===== config.mk =====
export PLATFORM = sky130hd
export DESIGN_NAME = hampel_outlier_filter
export DESIGN_NICKNAME = d
export VERILOG_FILES = /design/src/design/hof_pkg.sv /design/src/design/hof_cell.sv /design/src/design/hampel_outlier_filter.sv
export SDC_FILE = /design/constraint.sdc
export NUM_CORES = 2
export LEC_CHECK = 0
export BUFFER_PORTS_ARGS = -buffer_cell sky130_fd_sc_hd__buf_2
export CAP_MARGIN = 5
export CORE_ASPECT_RATIO = 1.4
export CORE_MARGIN = 2
export CORE_UTILIZATION = 62
export CTS_CLUSTER_DIAMETER = 200
export DETAILED_ROUTE_END_ITERATION = 7
export PLACE_DENSITY = 0.78
export SYNTH_ARGS = -nofsm -noshare
export SYNTH_HDL_FRONTEND = slang
export SYNTH_SLANG_ARGS = --single-unit

===== constraint.sdc =====
create_clock -name clk -period 15.9 [get_ports clk]
set_input_delay 3.18 -clock clk [delete_from_list [all_inputs] [get_ports clk]]
set_output_delay 3.18 -clock clk [all_outputs]
set_load 0.02 [all_outputs]

===== src/design/hof_pkg.sv =====
// ----------------------------------------------------------------------------
// hof_pkg: shared types and constants of the Hampel outlier filter
// Sample width, window depth, beat structs and sequencer states.
// ----------------------------------------------------------------------------
package hof_pkg;

  localparam int MAX_FLANK   = 7;
  localparam int SAMPLE_BITS = 16;
  localparam int WIN_MAX     = 2 * MAX_FLANK + 1;
  localparam int IDX_W       = $clog2(WIN_MAX);
  localparam int CNT_W       = $clog2(WIN_MAX + 1);
  localparam int FLANK_W     = 3;
  localparam int GAIN_W      = 8;
  localparam int DEV_W       = SAMPLE_BITS + 1;
  localparam int RANK_W      = $clog2(WIN_MAX + 1);

  localparam logic [0:0] REG_FLANK = 1'd0;
  localparam logic [0:0] REG_GAIN  = 1'd1;

  typedef struct packed {
    logic signed [SAMPLE_BITS-1:0] sample;
    logic                          last;
  } in_beat_t;

  typedef struct packed {
    logic signed [SAMPLE_BITS-1:0] value;
    logic                          end_of_run;
  } out_beat_t;

  typedef enum logic [2:0] {
    ST_IDLE, ST_MED, ST_MAD, ST_DEC, ST_EMIT, ST_TAIL
  } state_t;

  // per-cycle controls for the cell row
  typedef struct packed {
    logic                 shift;
    logic                 use_dev;
    logic [CNT_W-1:0]     n;
  } cell_ctl_t;

endpackage


===== src/design/hof_cell.sv =====
// ----------------------------------------------------------------------------
// hof_cell: one window cell
// Holds a sample, passes it to the next cell on shift, and ranks a broadcast
// key against its own value (or its absolute deviation from the median).
// ----------------------------------------------------------------------------
module hof_cell (
  input  logic                          clk,
  input  hof_pkg::cell_ctl_t            ctl,
  input  logic [hof_pkg::IDX_W-1:0]     pos,
  input  logic signed [hof_pkg::SAMPLE_BITS-1:0] d_in,
  input  logic signed [hof_pkg::DEV_W-1:0]       key,
  input  logic signed [hof_pkg::DEV_W-1:0]       med,
  output logic signed [hof_pkg::SAMPLE_BITS-1:0] d_out,
  output logic                          lt,
  output logic                          le
);
  import hof_pkg::*;

  logic signed [SAMPLE_BITS-1:0] data_r;
  logic signed [DEV_W-1:0]       own;
  logic signed [DEV_W:0]         diff;
  logic                          act;

  // shift register stage
  always_ff @(posedge clk) begin
    if (ctl.shift) data_r <= d_in;
  end

  assign d_out = data_r;
  assign diff  = {{2{data_r[SAMPLE_BITS-1]}}, data_r} - {med[DEV_W-1], med};
  assign act   = ({{(CNT_W-IDX_W){1'b0}}, pos} < ctl.n);

  // compare value: sample or |sample - median|
  always_comb begin
    if (ctl.use_dev)
      own = diff[DEV_W] ? DEV_W'(-diff) : diff[DEV_W-1:0];
    else
      own = {data_r[SAMPLE_BITS-1], data_r};
  end

  assign lt = act && (own < key);
  assign le = act && (own <= key);
endmodule


===== src/design/hampel_outlier_filter.sv =====
// ----------------------------------------------------------------------------
// hampel_outlier_filter: streaming Hampel filter, top level
// Row of window cells, a candidate-scan sequencer that finds median and MAD
// by rank counting, a threshold test, and an output register.
// ----------------------------------------------------------------------------
// channel | dir | handshake           | payload
// in_     | in  | in_valid/in_ready   | in_beat_t  (sample, last)
// out_    | out | out_valid/out_ready | out_beat_t (value, end_of_run)
// cfg_    | in  | cfg_we              | cfg_idx, cfg_wdata
//
// One beat at a time. For a sample with a full window and a nonzero flank,
// window cells are tried in turn as median, then as MAD, one candidate per
// cycle through the cell row's rank compare, until one ranks as the middle.
// Tail beats after a last input are emitted one by one, then a closing step.
// Output stalls hold the sequencer. Reset is synchronous, active low; window
// contents are not cleared.
module hampel_outlier_filter (
  input  logic                 clk,
  input  logic                 rst_n,
  input  logic                 in_valid,
  output logic                 in_ready,
  input  hof_pkg::in_beat_t    in_data,
  output logic                 out_valid,
  input  logic                 out_ready,
  output hof_pkg::out_beat_t   out_data,
  input  logic                 cfg_we,
  input  logic [0:0]           cfg_idx,
  input  logic [7:0]           cfg_wdata
);
  import hof_pkg::*;

  state_t state_r, state_nxt;
  logic [FLANK_W-1:0] flank_r;
  logic [GAIN_W-1:0]  gain_r;
  logic [CNT_W-1:0]   seen_r, seen_nxt;
  logic [IDX_W-1:0]   cand_r, cand_nxt;
  logic [IDX_W-1:0]   tail_r, tail_nxt;
  logic               last_r, last_nxt;
  logic signed [DEV_W-1:0] med_r, med_nxt, mad_r, mad_nxt;
  logic               ov_r, ov_nxt;
  out_beat_t          od_r, od_nxt;

  cell_ctl_t ctl;
  logic signed [SAMPLE_BITS-1:0] chain [WIN_MAX+1];
  logic [WIN_MAX-1:0] lt_v, le_v;
  logic signed [DEV_W-1:0] key;
  logic [RANK_W-1:0] n_lt, n_le;
  logic [CNT_W-1:0] n_win, half;
  logic signed [SAMPLE_BITS-1:0] cand_val, ctr_val;
  logic signed [DEV_W:0] cdiff;
  logic signed [DEV_W-1:0] cand_dev;
  logic hit, out_free, accept;
  logic [DEV_W+4:0] dev16;
  logic [DEV_W+GAIN_W-1:0] bound;
  logic signed [DEV_W:0] xdiff;
  logic [DEV_W-1:0] xabs;

  // configuration registers
  always_ff @(posedge clk) begin
    if (!rst_n) begin
      flank_r <= FLANK_W'(3);
      gain_r  <= GAIN_W'(48);
    end else if (cfg_we) begin
      unique case (cfg_idx)
        REG_FLANK: flank_r <= cfg_wdata[FLANK_W-1:0];
        REG_GAIN:  gain_r  <= cfg_wdata[GAIN_W-1:0];
        default: ;
      endcase
    end
  end

  assign n_win   = CNT_W'({flank_r, 1'b1});
  assign half    = CNT_W'(flank_r);
  assign out_free = !ov_r || out_ready;
  assign in_ready = (state_r == ST_IDLE) && out_free;
  assign accept  = in_valid && in_ready;

  // cell row
  assign chain[0] = in_data.sample;
  assign ctl = '{shift: accept, use_dev: (state_r == ST_MAD), n: n_win};
  assign cand_val = chain[cand_r + 1'b1];
  assign ctr_val  = chain[{1'b0, flank_r} + 1'b1];
  assign cdiff    = {{2{cand_val[SAMPLE_BITS-1]}}, cand_val} - {med_r[DEV_W-1], med_r};
  assign cand_dev = cdiff[DEV_W] ? DEV_W'(-cdiff) : cdiff[DEV_W-1:0];
  assign key = (state_r == ST_MAD) ? cand_dev : {cand_val[SAMPLE_BITS-1], cand_val};

  for (genvar g = 0; g < WIN_MAX; g++) begin : g_cell
    hof_cell u_cell (
      .clk(clk), .ctl(ctl), .pos(IDX_W'(g)), .d_in(chain[g]),
      .key(key), .med(med_r), .d_out(chain[g+1]), .lt(lt_v[g]), .le(le_v[g])
    );
  end

  assign n_lt = RANK_W'($countones(lt_v));
  assign n_le = RANK_W'($countones(le_v));
  // candidate is the middle element when fewer than half+1 lie below it
  // and at least half+1 lie at or below it
  assign hit = (n_lt <= RANK_W'(half)) && (n_le > RANK_W'(half));

  // threshold test, exact integers
  assign xdiff = {{2{ctr_val[SAMPLE_BITS-1]}}, ctr_val} - {med_r[DEV_W-1], med_r};
  assign xabs  = xdiff[DEV_W] ? DEV_W'(-xdiff) : xdiff[DEV_W-1:0];
  assign dev16 = {1'b0, xabs, 4'b0};
  assign bound = gain_r * mad_r[DEV_W-1:0];

  // sequencer
  always_comb begin
    state_nxt = state_r;
    seen_nxt  = seen_r;
    cand_nxt  = cand_r;
    tail_nxt  = tail_r;
    last_nxt  = last_r;
    med_nxt   = med_r;
    mad_nxt   = mad_r;
    ov_nxt    = ov_r && !out_ready;
    od_nxt    = od_r;
    unique case (state_r)
      ST_IDLE: begin
        if (accept) begin
          last_nxt = in_data.last;
          if (seen_r < CNT_W'(WIN_MAX)) seen_nxt = seen_r + 1'b1;
          cand_nxt = '0;
          state_nxt = ST_EMIT;
          if (seen_nxt >= n_win && flank_r != '0) state_nxt = ST_MED;
        end
      end
      ST_MED: begin
        if (hit) begin
          med_nxt = {cand_val[SAMPLE_BITS-1], cand_val};
          cand_nxt = '0;
          state_nxt = ST_MAD;
        end else begin
          cand_nxt = cand_r + 1'b1;
        end
      end
      ST_MAD: begin
        if (hit) begin
          mad_nxt = cand_dev;
          state_nxt = ST_DEC;
        end else begin
          cand_nxt = cand_r + 1'b1;
        end
      end
      ST_DEC: begin
        if (out_free) begin
          ov_nxt = 1'b1;
          od_nxt.end_of_run = last_r && flank_r == '0;
          od_nxt.value = ((DEV_W+GAIN_W)'(dev16) < bound) ? ctr_val
                         : med_r[SAMPLE_BITS-1:0];
          state_nxt = ST_TAIL;
          tail_nxt  = IDX_W'((seen_r < half) ? seen_r : half);
        end
      end
      ST_EMIT: begin
        if (out_free) begin
          tail_nxt  = IDX_W'((seen_r < half) ? seen_r : half);
          state_nxt = ST_TAIL;
          if (seen_r > half) begin
            ov_nxt = 1'b1;
            od_nxt.value = ctr_val;
            od_nxt.end_of_run = last_r && flank_r == '0;
          end
        end
      end
      ST_TAIL: begin
        if (!last_r) begin
          state_nxt = ST_IDLE;
        end else if (tail_r == '0) begin
          seen_nxt  = '0;
          state_nxt = ST_IDLE;
        end else if (out_free) begin
          ov_nxt = 1'b1;
          od_nxt.value = chain[tail_r];
          od_nxt.end_of_run = (tail_r == IDX_W'(1));
          tail_nxt = tail_r - 1'b1;
        end
      end
      default: state_nxt = ST_IDLE;
    endcase
  end

  always_ff @(posedge clk) begin
    if (!rst_n) begin
      state_r <= ST_IDLE;
      seen_r  <= '0;
      ov_r    <= 1'b0;
      last_r  <= 1'b0;
    end else begin
      state_r <= state_nxt;
      seen_r  <= seen_nxt;
      ov_r    <= ov_nxt;
      last_r  <= last_nxt;
    end
  end

  always_ff @(posedge clk) begin
    cand_r <= cand_nxt;
    tail_r <= tail_nxt;
    med_r  <= med_nxt;
    mad_r  <= mad_nxt;
    od_r   <= od_nxt;
  end

  assign out_valid = ov_r;
  assign out_data  = od_r;

  // input only accepted while the sequencer idles
  a_in_idle: assert property (@(posedge clk) disable iff (!rst_n)
    accept |-> state_r == ST_IDLE) else $error("input taken while busy");
  // seen count never exceeds the window depth
  a_seen: assert property (@(posedge clk) disable iff (!rst_n)
    seen_r <= CNT_W'(WIN_MAX)) else $error("seen count overflow");
  // a pending result is held while the sink stalls
  a_hold: assert property (@(posedge clk) disable iff (!rst_n)
    out_valid && !out_ready |=> out_valid && $stable(out_data))
    else $error("result dropped under stall");
  // candidate scan stays within the window
  a_cand: assert property (@(posedge clk) disable iff (!rst_n)
    (state_r == ST_MED || state_r == ST_MAD) |-> CNT_W'(cand_r) < n_win)
    else $error("candidate scan overran window");
endmodule


==> results.txt <==
The run finished, with violations left. The checks that failed: DRC. The register cell area after layout is approximately 9300 um2. Once the clock tree was built, the setup fixing pass inserted 0 buffers. Relative to the synthesized area, the layout overhead comes to 7.91%. The reported max-cap violation count is 0. Yosys attributes the largest share of cell area to sky130_fd_sc_hd__edfxtp_1 19%, sky130_fd_sc_hd__ha_1 16%, sky130_fd_sc_hd__mux4_2 9.8%. The clock period minus worst slack is about 15000 ps. The count of flip-flops with a built-in enable after synthesis came out at roughly 300. The worst relative slew slack is approximately a tenth. The setup path with the least slack is of type primary input to register. For this run, the leading register cell type out of synthesis is sky130_fd_sc_hd__edfxtp_1.

From left edge to right edge, the die measures between 200 and 250 um. The post-route setup TNS came out at 0 ps. The remaining global-route overflow came out at 0. The number of CTS-inserted buffers is 38. The clock transition at the registers of the reported paths came out at about 60 ps. The number of optimization iterations in the first detailed-route pass came out at 8. The cell type group with the largest total delay on the critical path is compound AO/OA/AOI/OAI gates. The final-stage net count is just over 6000. The die height came out at around 330 um. The maximum clock insertion buffer count came out at 3. The count of buffers from port buffering is roughly 50. Entering global routing, the biggest net connects roughly 250 pins.

The final hold violation count is 0. The library cell used most frequently in the layout, excluding fill and tap cells, is sky130_fd_sc_hd__ha_1. The slew at the pin closest to its max-slew limit came out at 1350 ps. The first global-routing pass estimated 281 mm of wire. The total number of placement rows came out at between 100 and 150. After synthesis, flip-flops and latches occupy roughly a fifth of the total area. The first-iteration detailed-routing DRC count came out at between 5000 and 6000.

The H-tree was split into 2 levels. The final standard cell utilization of the core is between 60% and 70%. The worst-path maximum fanout came out at 14. The area of the multi-input gates is between 30000 and 40000 um2. In this design, the stage delay of the slowest critical-path cell is approximately 930 ps. The total I/O pin count is 50. The per-cell via count in the routed design came out at 7.18. Wires add up to a little under 200 mm. Of the available clock period, the critical path in the final layout requires 94.9%.

The post-synthesis average cell area is just over 9 um2. The final-layout fill cell count came out at 6194. The most frequent cell on the critical path is sky130_fd_sc_hd__fa_1. The number of warning messages in the yosys log came out at 0. The min-delay analysis places its worst path in the category register to register. For the worst setup path, the data arrival time is ~16000 ps.

In the layout the commonest cells are 627 x sky130_fd_sc_hd__ha_1, 561 x sky130_fd_sc_hd__nand2_1, 447 x sky130_fd_sc_hd__o21ai_0. STA classifies the critical path startpoint as a primary input. For the worst setup path, the data required time is approximately 16000 ps.

The max-slew violation count came to 0. In this run the clock root is driven by a sky130_fd_sc_hd__clkbuf_16. The starting density of the core came out at between 60% and 70%. The clock tree skew after final layout is 25.4 ps. The via count of the first global-routing pass is 43692. For this design, the slowest cell found on the critical path is sky130_fd_sc_hd__a2111oi_1. The proportion of layout cells with a drive suffix above 1 is a little over a tenth. The portion of synthesized cell area occupied by the leading cell type came out at a little under a fifth. The hold buffer count at CTS is 0. The count of antenna-violating nets left after detailed routing is 0. The synthesized cell area came out at 47800 um2. The share of async-settable or async-resettable flops after synthesis is 0%. Global routing consumed, over all layers together, about half of the routing resources. The post-detailed-route DRC marker count came out at 21. The total clock sinks came out at ~320.

The synthesized design spends more area on one cell type than any other, namely sky130_fd_sc_hd__edfxtp_1. The number of buffers and inverters on the critical path came out at 7. The number of antenna violations at the first check in global routing came to 26.

The worst-skew pair later-pin latency came out at around 630 ps. The detailed router placed ~46000 vias in this run. The mean routed wirelength per cell is ~30 um.

The flop and latch count out of synthesis is around 320. Gates resized during post-CTS repair numbered 0. TritonCTS built the clock tree. The post-synthesis cell type count came out at a little over 100. Setup repair after global routing left no endpoint under its margin. The area of the die is 79300 um2. Counting every net in the synthesized netlist gives approximately 6100. The maximum clock frequency came out at roughly 66 MHz. Setup violations remaining at the end of the flow were counted as 0. The total area inside the core boundary comes to ~76000 um2. The half-perimeter wire length after detailed placement is 146 mm. The synthesized instance count is around 5300. The final weighted congestion of routability-driven global placement came out at 1.15. The worst setup path is captured at a register.
==> area by class of cell <==
cell class,instances,area share (%)
Antenna cell,20,0.0971
Timing Repair Buffer,211,2.85
Tap cell,976,2.37
Clock inverter,25,0.716
Clock buffer,45,2.02
Multi-Input combinational cell,4526,71.9
Inverter,265,1.93
Sequential cell,318,18.1
==> worst min-delay path, delay by kind of cell (launching register included) <==
family,cells,cell delay [ps]
muxes,1,130
DFF,1,350
and+or+nand+nor,1,50
==> kinds of logic (layout without fill, tap and decap cells) <==
logic type | count (synthesis) | in the layout | synth area share [%]
AND/OR/NAND/NOR | 1606 | 1606 | 16.3
AO/OA/AOI/OAI | 1460 | 1460 | 19.7
adder cells (fa/ha/maj) | 756 | 756 | 21.8
XOR/XNOR | 435 | 435 | 8.01
buffers and inverters | 430 | 546 | 3.43
flip-flops | 318 | 318 | 19.6
multiplexers | 269 | 269 | 11.1
other | 0 | 20 | 0
==> Yosys cell counts, drive strengths merged, types with 20 or more instances <==
cell type	instances
or3	38
a22oi	23
a21oi	290
or2	21
edfxtp	298
inv	264
a21boi	31
nor3	102
a21o	143
a31oi	60
and2	88
ha	629
o41ai	20
buf	29
xnor2	263
mux4	208
nand4	62
clkbuf	134
nand2b	52
nand3	108
o21ai	460
and3	39
a2111oi	21
fa	127
nor2b	87
nand2	563
mux2i	48
o31ai	48
o21a	111
xor2	172
nor4	32
o31a	26
nor2	318
dfxtp	20
a211oi	41
==> layer usage <==
layer / vias to the layer above / wire (um) / GRT usage, %
li1: 20035 / - / -
met1: 21429 / 61600 / 50.9
met4: 32 / 24000 / 46.7
met2: 3142 / 81900 / 72.4
met5: - / 535 / 3.46
met3: 1229 / 25700 / 21.0
==> registers in the layout (all words and copies together) (netlist names) <==
| signal | cells |
|---|---|
| g_cell.u_cell.d_out | 240 |
| out_valid | 1 |
| state_r | 3 |
| seen_r | 4 |
| gain_r | 8 |
| out_data | 17 |
| mad_r | 17 |
| tail_r | 4 |
| med_r | 16 |
| cand_r | 4 |
| flank_r | 3 |
| last_r | 1 |
==> path summary, 6_finish.rpt <==
check                                   to  cells after the start        from  slack [ps]
worst min register to register      last_r                      2      last_r         570
worst max-delay path            state_r[1]                     44  in_data[1]         800
worst min-delay path                last_r                      2      last_r         570
worst max register to register  state_r[1]                     42   cand_r[0]        1870
==> stage by stage <==
stage / cells / instance area, um2 / hold slack (ps) / setup slack (ps)
after global routing: 6368 / 51500 / 609 / 259
after CTS: 6365 / 51500 / 581 / 1030
after floorplan: 5274 / 47800 / 486 / 1210
final: 6386 / 51500 / 575 / 804
after global placement: 6295 / 50100 / 568 / 563
after detailed placement: 6295 / 50100 / 571 / 414
Power is not shown: default switching activity piles up to over one toggle a cycle in this logic, so the estimate is an artifact.
